--- src/rtl/core/bsa_pkg.sv ---
// bsa_pkg: shared types, codes and field widths of the buffer slot allocator
// no dependencies; used by every module under rtl/core
package bsa_pkg;

  // default sizing of the pool and the time stamps
  localparam int unsigned SlotsDef    = 8;
  localparam int unsigned TimeBitsDef = 32;

  // fixed field widths of the request and result words
  localparam int unsigned ReqW      = 16;
  localparam int unsigned RefW      = 4;
  localparam int unsigned NowW      = 32;
  localparam int unsigned CntW      = 32;
  localparam int unsigned AgeW      = 32;
  localparam int unsigned CfgW      = 32;
  localparam int unsigned CfgIdxW   = 1;
  localparam int unsigned GrantW    = 3;
  localparam int unsigned UsageW    = 4;
  localparam int unsigned LeakW     = 8;
  localparam int unsigned StatusW   = 3;
  localparam int unsigned InDataW   = 56;
  localparam int unsigned OutDataW  = 120;

  localparam logic [ReqW-1:0] MaxReqRst  = 16'd2048;
  localparam logic [AgeW-1:0] LeakAgeRst = 32'd30000;

  typedef enum logic [StatusW-1:0] {
    ST_OK        = 3'd0,
    ST_TOO_LARGE = 3'd1,
    ST_NO_FREE   = 3'd2,
    ST_NOT_FOUND = 3'd3,
    ST_RELEASED  = 3'd4
  } status_e;

  typedef enum logic [0:0] {
    FUNC_ALLOC   = 1'b0,
    FUNC_RELEASE = 1'b1
  } func_e;

  typedef enum logic [CfgIdxW-1:0] {
    CFG_MAX_REQ  = 1'b0,
    CFG_LEAK_AGE = 1'b1
  } cfg_idx_e;

  // per-word events from the slot table to the statistics
  typedef struct packed {
    logic alloc_ok;
    logic release_ok;
    logic refuse;
  } slot_evt_t;

endpackage

--- src/rtl/core/buffer_slot_allocator_top.sv ---
// buffer_slot_allocator_top: stream ports, config registers, input and result registers
// depends on bsa_pkg, bsa_slots, bsa_stats
// path: a word accepted into the input register moves on to the result register when that one is free or read
// throughput: one word per cycle while the output is not stalled; the slot table and counters update
// between the input register and the result register
// reset: all slots free, usage and counters zero, config back to 2048 and 30000 ms
module buffer_slot_allocator_top #(
  parameter int unsigned POOL_SLOTS = bsa_pkg::SlotsDef,
  parameter int unsigned TIME_BITS  = bsa_pkg::TimeBitsDef
) (
  input  logic                           clk_i,
  input  logic                           rst_ni,
  input  logic                           cfg_we_i,
  input  logic [bsa_pkg::CfgIdxW-1:0]    cfg_idx_i,
  input  logic [bsa_pkg::CfgW-1:0]       cfg_wdata_i,
  input  logic                           s_axis_tvalid_i,
  output logic                           s_axis_tready_o,
  // request_bytes[15:0], slot_ref[19:16], now_ms[51:20], zero pad
  input  logic [bsa_pkg::InDataW-1:0]    s_axis_tdata_i,
  // func[0]
  input  logic                           s_axis_tuser_i,
  output logic                           m_axis_tvalid_o,
  input  logic                           m_axis_tready_i,
  // granted_slot[2:0], usage_now[6:3], usage_peak[10:7], alloc_count[42:11],
  // release_count[74:43], failure_count[106:75], healthy[107], leak_map[115:108], zero pad
  output logic [bsa_pkg::OutDataW-1:0]   m_axis_tdata_o,
  // status[2:0]
  output logic [bsa_pkg::StatusW-1:0]    m_axis_tuser_o
);

  localparam int unsigned UseW = $clog2(POOL_SLOTS + 1);

  logic [bsa_pkg::ReqW-1:0] max_req_q;
  logic [bsa_pkg::AgeW-1:0] leak_age_q;

  logic                     in_valid_q;
  bsa_pkg::func_e           func_q;
  logic [bsa_pkg::ReqW-1:0] req_q;
  logic [bsa_pkg::RefW-1:0] ref_q;
  logic [bsa_pkg::NowW-1:0] now_q;

  logic advance, step, in_acc;

  bsa_pkg::status_e           status;
  logic [bsa_pkg::GrantW-1:0] granted;
  logic [bsa_pkg::LeakW-1:0]  leak_map;
  bsa_pkg::slot_evt_t         evt;
  logic [UseW-1:0]            used_d, peak_d;
  logic [bsa_pkg::CntW-1:0]   grants_d, returns_d, refusals_d;
  logic                       healthy;

  logic                          out_valid_q;
  logic [bsa_pkg::OutDataW-1:0]  out_data_q;
  bsa_pkg::status_e              out_status_q;

  assign advance         = !out_valid_q || m_axis_tready_i;
  assign step            = in_valid_q && advance;
  assign s_axis_tready_o = !in_valid_q || advance;
  assign in_acc          = s_axis_tvalid_i && s_axis_tready_o;

  always_ff @(posedge clk_i or negedge rst_ni) begin
    if (!rst_ni) begin
      max_req_q  <= bsa_pkg::MaxReqRst;
      leak_age_q <= bsa_pkg::LeakAgeRst;
    end else if (cfg_we_i) begin
      unique case (bsa_pkg::cfg_idx_e'(cfg_idx_i))
        bsa_pkg::CFG_MAX_REQ:  max_req_q  <= cfg_wdata_i[bsa_pkg::ReqW-1:0];
        bsa_pkg::CFG_LEAK_AGE: leak_age_q <= cfg_wdata_i[bsa_pkg::AgeW-1:0];
        default: ;
      endcase
    end
  end

  // input register
  always_ff @(posedge clk_i or negedge rst_ni) begin
    if (!rst_ni) begin
      in_valid_q <= 1'b0;
    end else if (s_axis_tready_o) begin
      in_valid_q <= s_axis_tvalid_i;
    end
  end

  always_ff @(posedge clk_i) begin
    if (in_acc) begin
      func_q <= bsa_pkg::func_e'(s_axis_tuser_i);
      req_q  <= s_axis_tdata_i[15:0];
      ref_q  <= s_axis_tdata_i[19:16];
      now_q  <= s_axis_tdata_i[51:20];
    end
  end

  bsa_slots #(
    .POOL_SLOTS (POOL_SLOTS),
    .TIME_BITS  (TIME_BITS)
  ) u_slots (
    .clk_i           (clk_i),
    .rst_ni          (rst_ni),
    .step_i          (step),
    .func_i          (func_q),
    .request_bytes_i (req_q),
    .slot_ref_i      (ref_q),
    .now_ms_i        (now_q),
    .max_req_i       (max_req_q),
    .leak_age_i      (leak_age_q),
    .status_o        (status),
    .granted_slot_o  (granted),
    .leak_map_o      (leak_map),
    .evt_o           (evt)
  );

  bsa_stats #(
    .POOL_SLOTS (POOL_SLOTS)
  ) u_stats (
    .clk_i        (clk_i),
    .rst_ni       (rst_ni),
    .evt_i        (evt),
    .used_d_o     (used_d),
    .peak_d_o     (peak_d),
    .grants_d_o   (grants_d),
    .returns_d_o  (returns_d),
    .refusals_d_o (refusals_d),
    .healthy_o    (healthy)
  );

  // result register
  always_ff @(posedge clk_i or negedge rst_ni) begin
    if (!rst_ni) begin
      out_valid_q <= 1'b0;
    end else begin
      out_valid_q <= step || (out_valid_q && !m_axis_tready_i);
    end
  end

  always_ff @(posedge clk_i) begin
    if (step) begin
      out_status_q <= status;
      out_data_q   <= {4'b0, leak_map, healthy, refusals_d, returns_d, grants_d,
                       bsa_pkg::UsageW'(peak_d), bsa_pkg::UsageW'(used_d), granted};
    end
  end

  assign m_axis_tvalid_o = out_valid_q;
  assign m_axis_tdata_o  = out_data_q;
  assign m_axis_tuser_o  = out_status_q;

  // a word that steps out of the input register always leaves a valid result in the next cycle
  a_step_result : assert property (@(posedge clk_i) disable iff (!rst_ni)
    step |=> m_axis_tvalid_o)
    else $error("result word missing after step");

  // usage never passes the peak or the pool size
  a_usage_bound : assert property (@(posedge clk_i) disable iff (!rst_ni)
    step |-> (used_d <= peak_d) && (32'(used_d) <= 32'(POOL_SLOTS)))
    else $error("usage out of bounds");

  // only a successful allocate reports a slot
  a_grant_ok : assert property (@(posedge clk_i) disable iff (!rst_ni)
    (m_axis_tvalid_o && (m_axis_tuser_o != bsa_pkg::ST_OK)) |-> (m_axis_tdata_o[2:0] == '0))
    else $error("slot reported on failed request");

  // one event at most per word, and none without a step
  a_evt_onehot : assert property (@(posedge clk_i) disable iff (!rst_ni)
    $onehot0(evt) && (step || (evt == '0)))
    else $error("slot events inconsistent");

endmodule

--- src/rtl/core/bsa_slots.sv ---
// bsa_slots: slot used bits, time stamps, lowest-free pick, release check, leak map
// depends on bsa_pkg
module bsa_slots #(
  parameter int unsigned POOL_SLOTS = bsa_pkg::SlotsDef,
  parameter int unsigned TIME_BITS  = bsa_pkg::TimeBitsDef
) (
  input  logic                          clk_i,
  input  logic                          rst_ni,
  input  logic                          step_i,
  input  bsa_pkg::func_e                func_i,
  input  logic [bsa_pkg::ReqW-1:0]      request_bytes_i,
  input  logic [bsa_pkg::RefW-1:0]      slot_ref_i,
  input  logic [bsa_pkg::NowW-1:0]      now_ms_i,
  input  logic [bsa_pkg::ReqW-1:0]      max_req_i,
  input  logic [bsa_pkg::AgeW-1:0]      leak_age_i,
  output bsa_pkg::status_e              status_o,
  output logic [bsa_pkg::GrantW-1:0]    granted_slot_o,
  output logic [bsa_pkg::LeakW-1:0]     leak_map_o,
  output bsa_pkg::slot_evt_t            evt_o
);

  localparam int unsigned LeakSlots = (POOL_SLOTS < bsa_pkg::LeakW) ? POOL_SLOTS
                                                                     : bsa_pkg::LeakW;
  localparam int unsigned CmpW = (TIME_BITS > bsa_pkg::AgeW) ? TIME_BITS : bsa_pkg::AgeW;

  logic [POOL_SLOTS-1:0] used_q, used_d;
  logic [TIME_BITS-1:0]  stamp_q [POOL_SLOTS];
  logic [POOL_SLOTS-1:0] free, grant_oh, new_oh, hit;
  logic [TIME_BITS-1:0]  now_t;
  logic                  too_large, has_free, in_pool, is_used;
  logic [bsa_pkg::GrantW-1:0] gidx;
  bsa_pkg::slot_evt_t    evt;

  assign now_t     = TIME_BITS'(now_ms_i);
  assign free      = ~used_q;
  // lowest set bit of the free mask
  assign grant_oh  = free & (~free + POOL_SLOTS'(1));
  assign has_free  = |free;
  assign too_large = request_bytes_i > max_req_i;

  always_comb begin
    hit  = '0;
    gidx = '0;
    for (int i = 0; i < POOL_SLOTS; i++) begin
      hit[i] = (32'(slot_ref_i) == 32'(i));
      if (grant_oh[i]) begin
        gidx = gidx | bsa_pkg::GrantW'(i);
      end
    end
  end

  assign in_pool = |hit;
  assign is_used = |(hit & used_q);

  always_comb begin
    status_o       = bsa_pkg::ST_OK;
    evt            = '0;
    used_d         = used_q;
    granted_slot_o = '0;
    if (func_i == bsa_pkg::FUNC_ALLOC) begin
      if (too_large) begin
        status_o   = bsa_pkg::ST_TOO_LARGE;
        evt.refuse = 1'b1;
      end else if (!has_free) begin
        status_o   = bsa_pkg::ST_NO_FREE;
        evt.refuse = 1'b1;
      end else begin
        evt.alloc_ok   = 1'b1;
        used_d         = used_q | grant_oh;
        granted_slot_o = gidx;
      end
    end else begin
      if (!in_pool) begin
        status_o = bsa_pkg::ST_NOT_FOUND;
      end else if (!is_used) begin
        status_o = bsa_pkg::ST_RELEASED;
      end else begin
        evt.release_ok = 1'b1;
        used_d         = used_q & ~hit;
      end
    end
  end

  assign new_oh = evt.alloc_ok ? grant_oh : '0;
  assign evt_o  = step_i ? evt : '0;

  // a freshly stamped slot has age zero and never shows as a leak
  always_comb begin
    logic [TIME_BITS-1:0] age;
    leak_map_o = '0;
    age        = '0;
    for (int i = 0; i < LeakSlots; i++) begin
      age = now_t - stamp_q[i];
      leak_map_o[i] = used_d[i] && !new_oh[i] && (CmpW'(age) > CmpW'(leak_age_i));
    end
  end

  always_ff @(posedge clk_i or negedge rst_ni) begin
    if (!rst_ni) begin
      used_q <= '0;
    end else if (step_i) begin
      used_q <= used_d;
    end
  end

  // stamps of free slots are never read, so they need no reset or clear
  always_ff @(posedge clk_i) begin
    for (int i = 0; i < POOL_SLOTS; i++) begin
      if (step_i && new_oh[i]) begin
        stamp_q[i] <= now_t;
      end
    end
  end

endmodule

--- src/rtl/core/bsa_stats.sv ---
// bsa_stats: usage, peak usage, wrapping counters and health flag
// depends on bsa_pkg
module bsa_stats #(
  parameter int unsigned POOL_SLOTS = bsa_pkg::SlotsDef,
  localparam int unsigned UseW      = $clog2(POOL_SLOTS + 1)
) (
  input  logic                       clk_i,
  input  logic                       rst_ni,
  input  bsa_pkg::slot_evt_t         evt_i,
  output logic [UseW-1:0]            used_d_o,
  output logic [UseW-1:0]            peak_d_o,
  output logic [bsa_pkg::CntW-1:0]   grants_d_o,
  output logic [bsa_pkg::CntW-1:0]   returns_d_o,
  output logic [bsa_pkg::CntW-1:0]   refusals_d_o,
  output logic                       healthy_o
);

  localparam int unsigned HlW = UseW + 3 + 8;
  localparam int unsigned FlW = bsa_pkg::CntW + 4;

  logic [UseW-1:0]          used_q, peak_q;
  logic [bsa_pkg::CntW-1:0] grants_q, returns_q, refusals_q;
  logic [HlW-1:0]           use_x5;
  logic [FlW-1:0]           fail_x10;

  always_comb begin
    used_d_o = used_q;
    if (evt_i.alloc_ok) begin
      used_d_o = used_q + UseW'(1);
    end else if (evt_i.release_ok && (used_q != '0)) begin
      used_d_o = used_q - UseW'(1);
    end
  end

  assign peak_d_o     = (used_d_o > peak_q) ? used_d_o : peak_q;
  assign grants_d_o   = grants_q + bsa_pkg::CntW'(evt_i.alloc_ok);
  assign returns_d_o  = returns_q + bsa_pkg::CntW'(evt_i.release_ok);
  assign refusals_d_o = refusals_q + bsa_pkg::CntW'(evt_i.refuse);

  // times five and times ten as shift and add
  assign use_x5   = (HlW'(used_d_o) << 2) + HlW'(used_d_o);
  assign fail_x10 = (FlW'(refusals_d_o) << 3) + (FlW'(refusals_d_o) << 1);
  assign healthy_o = !(use_x5 > HlW'(4 * POOL_SLOTS)) && !(fail_x10 > FlW'(grants_d_o));

  always_ff @(posedge clk_i or negedge rst_ni) begin
    if (!rst_ni) begin
      used_q     <= '0;
      peak_q     <= '0;
      grants_q   <= '0;
      returns_q  <= '0;
      refusals_q <= '0;
    end else begin
      used_q     <= used_d_o;
      peak_q     <= peak_d_o;
      grants_q   <= grants_d_o;
      returns_q  <= returns_d_o;
      refusals_q <= refusals_d_o;
    end
  end

endmodule

--- config.mk ---
export PLATFORM = sky130hd
export DESIGN_NAME = buffer_slot_allocator_top
export DESIGN_NICKNAME = d
export VERILOG_FILES = /design/src/rtl/core/bsa_pkg.sv /design/src/rtl/core/buffer_slot_allocator_top.sv /design/src/rtl/core/bsa_slots.sv /design/src/rtl/core/bsa_stats.sv
export SDC_FILE = /design/constraint.sdc
export NUM_CORES = 2
export LEC_CHECK = 0
export BUFFER_PORTS_ARGS = -buffer_cell sky130_fd_sc_hd__clkbuf_2
export CAP_MARGIN = 20
export CORE_ASPECT_RATIO = 1.4
export CORE_UTILIZATION = 57
export CTS_CLUSTER_DIAMETER = 60
export DETAILED_ROUTE_END_ITERATION = 8
export PLACE_DENSITY = 0.75
export SETUP_SLACK_MARGIN = 0.4
export SYNTH_ARGS = -nofsm -noshare
export SYNTH_HDL_FRONTEND = slang
export SYNTH_SLANG_ARGS = --single-unit
--- constraint.sdc ---
create_clock -name clk_i -period 6.7 [get_ports clk_i]
set_clock_uncertainty 0.2 [all_clocks]
set_input_delay 0.335 -clock clk_i [delete_from_list [all_inputs] [get_ports clk_i]]
set_output_delay 0.335 -clock clk_i [all_outputs]
set_load 0.005 [all_outputs]
## Word level (Yosys, flattened, before mapping)

Memory sizes are Yosys's and may differ from the RTL's.
Cells that the tools add are included.

| word-level totals | value |
|---|---|
| register bits after elaboration | 334 |
| bits in writable memories | 256 |
| input port bits | 95 |
| output and inout port bits | 125 |
| logic and storage cells | 190 |
| memories kept | 1 |

Memory list:

| name | depth | width | rd ports | clocked after Yosys merged registers in | wr ports | RTL line | text |
|---|---|---|---|---|---|---|---|
| u_slots.stamp_q | 8 | 32 | 8 | 0 | 1 | bsa_slots.sv:27 | `logic [TIME_BITS-1:0] stamp_q [POOL_SLOTS];` |

| cells by class | value |
|---|---|
| $add $sub $neg | 16 |
| $lt $le $gt $ge | 12 |
| eq/ne operators | 7 |
| multiplexer cells | 68 |
| bitwise operators | 9 |
| reductions and logical operators | 60 |

Operator list:

| cell | number |
|---|---|
| $gt A32 B32 Y1 | 8 |
| $sub A32 B32 Y32 | 8 |
| $mux W32 | 7 |
| $reduce_or A32 Y1 | 7 |
| $add A32 B1 Y32 | 3 |
| $mux W3 | 16 |
| $mux W8 | 6 |
| $add A35 B33 Y36 | 1 |
| $gt A36 B32 Y1 | 1 |
| $mux W1 | 33 |
| $logic_and A1 B1 Y1 | 29 |
| $and A8 B8 Y8 | 3 |
| $not A8 Y8 | 3 |
| $reduce_or A8 Y1 | 3 |
| $eq A4 B3 Y1 const B | 4 |
| $gt A16 B16 Y1 | 1 |
| $gt A15 B6 Y1 const B | 1 |
| $logic_not A1 Y1 | 13 |
| $mux W4 | 3 |
| $add A8 B1 Y8 const B | 1 |
| $eq A4 B2 Y1 const B | 2 |
| $or A8 B8 Y8 | 1 |
| $add A6 B4 Y7 | 1 |
| $mux W2 | 3 |
| 10 further kinds | 14 |

## Logic depth before layout (Yosys ltp)

| depth | value |
|---|---|
| depth in word-level cells | 17 |
| depth in mapped cells | 34 |
| gate-level depth less buffers | 34 |

## Cells and area by module

From an unflattened synthesis, not the netlist that was laid out.

| unflattened totals | value |
|---|---|
| cell total of the unflattened synthesis | 4141 |
| area, all modules | 42220.5 um^2 |

By module, submodules not included:

| module | instances | cells each | area an instance (um^2) | sequential area each (um^2) |
|---|---|---|---|---|
| bsa_slots | 1 | 3042 | 27508.9 | 7887.6 |
| bsa_stats | 1 | 811 | 7593.5 | 2602.5 |
| buffer_slot_allocator_top | 1 | 288 | 7118.1 | 6426.2 |

## Worst setup path after synthesis

No wires, ideal clock.

| path | value |
|---|---|
| kind | reg2reg |
| start | reg max_req_q[11] in the netlist's numbering |
| end | reg out_data_q (netlist bit m_axis_tdata_o[107]), data pin |
| setup time | 0.157 ns |
| arrival | 6.500 ns |
| required time | 6.343 ns |
| setup slack | -0.157 ns |
| cell stages (with the launch flop) | 33 |
| path buffers | 0 |
| clock period less this slack | 6.857 ns |
| cell sequence | dfstp_2 -> inv_1 -> ha_1 -> a21oi_1 -> a21oi_1 -> a211oi_1 -> a21o_1 -> a21boi_0 -> ha_1 -> ha_1 -> xor2_1 -> ha_1 -> inv_1 -> fa_1 -> nor2b_1 -> o31a_1 -> o221a_2 -> o221ai_2 -> a2111oi_4 -> o21ai_2 -> o21bai_1 -> xor2_1 -> ha_1 -> a21o_1 -> a21o_1 -> a21oi_1 -> nor2b_1 -> o21ai_0 -> a21oi_1 -> a211o_1 -> a221o_1 -> a211o_1 -> nor3_1 |

| between the ends | value |
|---|---|
| word-level cells in the longest chain between the ends | 9 |
| elaborated cells between the ends (all ways) | 16 |
| classes of those cells | add/sub (4); order compare (3); mux (6); reduce/logical (3) |

RTL lines:

| what | RTL line | text |
|---|---|---|
| start: declaration | buffer_slot_allocator_top.sv:33 | `logic [bsa_pkg::ReqW-1:0] max_req_q;` |
| start signal: assignment | buffer_slot_allocator_top.sv:63 | `max_req_q <= bsa_pkg::MaxReqRst;` |
| start signal: assignment | buffer_slot_allocator_top.sv:67 | `bsa_pkg::CFG_MAX_REQ: max_req_q <= cfg_wdata_i[bsa_pkg::ReqW-1:0];` |
| $gt A16 B16 Y1 | bsa_slots.sv:39 | `assign too_large = request_bytes_i > max_req_i;` |
| $mux W1 | bsa_slots.sv:61 | `if (too_large) begin` |
| $mux W1 | bsa_slots.sv:60 | `if (func_i == bsa_pkg::FUNC_ALLOC) begin` |
| $mux W3 | bsa_slots.sv:85 | `assign evt_o = step_i ? evt : '0;` |
| $add A32 B1 Y32 | bsa_stats.sv:38 | `assign refusals_d_o = refusals_q + bsa_pkg::CntW'(evt_i.refuse);` |
| net refusals_d (one bit) | buffer_slot_allocator_top.sv:49 | `logic [bsa_pkg::CntW-1:0] grants_d, returns_d, refusals_d;` |
| $add A35 B33 Y36 | bsa_stats.sv:42 | `assign fail_x10 = (FlW'(refusals_d_o) << 3) + (FlW'(refusals_d_o) << 1);` |
| $gt A36 B32 Y1 | bsa_stats.sv:43 | `assign healthy_o = !(use_x5 > HlW'(4 * POOL_SLOTS)) && !(fail_x10 > FlW'(grants_d_o));` |
| $logic_not A1 Y1 | bsa_stats.sv:43 |  |
| $logic_and A1 B1 Y1 | bsa_stats.sv:43 |  |
| net healthy | buffer_slot_allocator_top.sv:50 | `logic healthy;` |
| end signal: assignment | buffer_slot_allocator_top.sv:137 | `out_data_q <= {4'b0, leak_map, healthy, refusals_d, returns_d, grants_d,` |
| end: declaration | buffer_slot_allocator_top.sv:53 | `logic [bsa_pkg::OutDataW-1:0] out_data_q;` |

The timed path passes the listed nets, and every way through them passes these cells.
A chain may end at the register's enable or synchronous reset.

## Worst setup path after layout

Ends and elaborated chain as after synthesis.

==> results.cfg <==
[worst_setup_path]
timing.critical_path.max_delay_family = compound AO/OA/AOI/OAI gates
cell_depth_of_the_worst_flop_to_flop_path = 29
r2r_slack_ps = 30
critical_path.max_stage_delay_ps = 530
arrival_ps = 6950
timing.critical_path.slowest_stage_cell = dfstp_2
crit-reg2reg-capture = m_axis_tdata_o[107]
worstPathRequired_ps = 6980
path_max_fanout = 5
crit-reg2reg-launch = max_req_q[11]
worstPathBufferInverterCount = 3
worst_setup_path_end_kind = flip-flop
worst-setup-path-type = reg2reg
path_common_cell = a21o_1
timing.critical_path.from_type = flip-flop

[yosys]
avgSynthCellArea_sq_um = 10.3
cells_after_synth = 4061
post_synth_num_cell_types = 101
synth-warning-count = 0
yosys_most_used_dff = edfxtp_1
synth-async-reset-ratio_pct = 27.5
ys_top_cells_by_area = edfxtp_1 (31%), ha_1 (18%), dfrtp_1 (9.2%)
post-synth-top-area-cell = edfxtp_1
ys_seq_area_share_pct = 40.6
yosys.area.top_type_share_pct = 30.8
edff_count_synth = 428
yosys_register_bits = 590
mappedNetlistArea_sq_um = 41700

[timing]
setup_viol_count_final = 0
timing.slew.headroom_pct = 28.8
finalCritPeriodShare_pct = 99.5
timing_max_transition_violations_final = 0
period_needed_ps = 6670
worst_pin_slew_ps = 1060
maxClockFrequency_mhz = 150
finalHoldViolCount = 0
least_setup_slack_across_all_paths_after_layout_ps = 31.2
rsz0062_at_grt = yes

[finish]
stdcell_count = 5492
multi_input_comb_area_sq_um = 23300
area.growth.synth_to_final_pct = 14.9
final_nets = 5190
filler_cell_count = 5656
drive_above_1_share_pct = 12.5
layout_commonest_cell = ha_1
mostFrequentLayoutCells = ha_1 (591), edfxtp_1 (428), inv_1 (426)
ff_latch_area_sq_um = 16900

[floorplan]
pin_count = 220
die-height_microns = 322
die_area_sq_um = 74300
die_w_microns = 231
floorplan.rows = 117
initial_utilization_pct = 57.4
fp.coreArea_sq_um = 72600

[status]
status = complete, no violations

[global_routing]
global_route_wire_length_before_repair_microns = 174000
grt.overflow.total = 0
antenna_violations_before_repair = 3
gr-usage-all-layers_pct = 30.3
grt_max_degree = 96
grt_pass1_vias = 33400

[clock_network]
clk_lat_worst_skew_ps = 660
max-clock-path-buffers = 3
cts_root_buf = clkbuf_16
tritoncts = yes
cts_buffers = 57
worst_setup_hold_path_clk_slew_ps = 70
h-tree-depth = 2
cts_num_sinks = 590

[detailed_routing]
vias = 32700
detail_route.drc_violations = 0
drt.antenna.violating_nets = 0
viasPerCell = 5.96
first_pass_iters = 5
finalWirelength_microns = 113000
detail_route.wl_per_cell_microns = 20.6
iteration_0_drc_count_of_the_detailed_router = 2061

[placement]
placed_cell_count = 5269
port_buffers = 211
detailedPlace.worstSlack_ps = -238
gp_congestion = 0.943
hpwlAfterDp_microns = 84800

[min_path]
hold_path_startpoint = cfg_we_i
hold_path_depth = 5
hold_path.class = in2reg
holdPathEnd = max_req_q[11]

[flow_run]
drv.max_cap_violation_count = 0

[pwr]
ir_worst_vdd_uv = 265
power-per-cell-area_nw_per_um2 = 240
power.leakage_uw = 0.0222
-- cell families (layout without fill, tap and decap cells) --
group | Yosys count | in the layout | synth area share (%)
adders and majority gates | 606 | 606 | 18.4
muxes | 44 | 44 | 1.17
xor gates and xnor gates | 338 | 338 | 7.16
buffers and inverters | 471 | 945 | 4.30
and+or+nand+nor | 997 | 997 | 12.2
other | 1 | 6 | 0.00899
AOI/OAI and AO/OA | 1014 | 1014 | 16.2
DFF | 590 | 590 | 40.6
-- worst min-delay path: cells and delay by family --
kind            cells  cell delay [ps]
buf+inv             2              260
simple gates        2              240
compound gates      1               80
-- layout make-up --
| class | instances | area share, % |
|---|---|---|
| diodes | 2 | 0.0104 |
| clock buffers | 78 | 3.42 |
| clock inverters | 30 | 0.896 |
| inverters | 431 | 3.39 |
| multi-input cells | 3003 | 48.6 |
| flip-flops and latches | 590 | 35.3 |
| well taps | 952 | 2.49 |
| repair buffers | 406 | 5.87 |
-- sequential cells by signal (all words and copies together), names as in the netlist --
signal / flops
func_q: 1
in_valid_q: 1
leak_age_q: 32
m_axis_tdata_o: 116
m_axis_tuser_o: 3
m_axis_tvalid_o: 1
max_req_q: 16
now_q: 32
ref_q: 4
req_q: 16
u_slots.stamp_q: 256
u_slots.used_q: 8
u_stats.grants_q: 32
u_stats.peak_q: 4
u_stats.refusals_q: 32
u_stats.returns_q: 32
u_stats.used_q: 4
-- cell usage after synthesis (all sizes together) (10+ instances only) --
| cell type | n |
|---|---|
| or3 | 16 |
| a221oi | 15 |
| a221o | 12 |
| xor2 | 93 |
| a211o | 14 |
| o211ai | 30 |
| xnor2 | 245 |
| dfrtp | 154 |
| or2 | 15 |
| buf | 13 |
| mux2 | 37 |
| inv | 431 |
| a21o | 192 |
| and3 | 55 |
| edfxtp | 428 |
| a31oi | 29 |
| nand3 | 103 |
| nand2 | 197 |
| nor2 | 241 |
| nand4 | 104 |
| fa | 10 |
| nor3 | 57 |
| clkbuf | 27 |
| o21bai | 43 |
| and4 | 11 |
| nor4 | 17 |
| a21boi | 13 |
| nor2b | 68 |
| nand3b | 11 |
| nand2b | 78 |
| o21a | 68 |
| a21oi | 278 |
| a211oi | 33 |
| ha | 596 |
| o21ai | 198 |
-- metal layers --
metal  share of wire, %  vias up  wire length (microns)  track usage (%)
met5             0.0089        -                     10                0
met4                6.7        2                   7530             18.8
met3                4.9      340                   5520             3.76
met2                 52      995                  58400             56.0
met1                 37    15700                  41500             32.4
li1                   -    15700                      -                -
-- metrics by stage --
| step | setup TNS (ps) | hold slack (ps) | util (%) | total power, uW | area, sq um |
|---|---|---|---|---|---|
| after floorplan | 0 | -161 | - | 6770 | 41800 |
| after global placement | -193 | 262 | 61.3 | 7780 | 44500 |
| after detailed placement | -238 | 259 | 61.3 | 7860 | 44500 |
| after CTS | 0 | 85.3 | 65.7 | 11500 | 47700 |
| after global routing | -299 | 102 | 66.0 | 12100 | 47900 |
| final | 0 | 75.4 | 66.0 | 11500 | 47900 |
-- where the power goes --
group,total (uW),internal (uW),switching (uW),leakage [uW]
Combinational,3510,1500,2020,0.0151
Sequential,4420,4240,177,0.00606
Clock,3580,2070,1510,0.00101
Total,11500,7810,3700,0.0222
-- how the worst max path moves through the flow --
| stage | startpoint | end | slack [ps] | depth (start not counted) |
|---|---|---|---|---|
| floorplan | req_q[13] | m_axis_tdata_o[107] | 400 | 31 |
| CTS | max_req_q[11] | m_axis_tdata_o[107] | 4 | 32 |
| global placement | req_q[7] | m_axis_tdata_o[107] | -190 | 31 |
| global route | max_req_q[1] | m_axis_tdata_o[107] | -300 | 33 |
| finish | max_req_q[11] | m_axis_tdata_o[107] | 30 | 29 |
| detailed placement | req_q[7] | m_axis_tdata_o[107] | -240 | 31 |
-- timing repair --
action,CTS,global route
hold buffers,96,0
pin swaps,15,9
setup buffers,8,7
hold endpoints to repair,197,0
resized for setup,11,24
setup endpoints to repair,1,6
No activity file was read; power rests on OpenSTA's default activity.
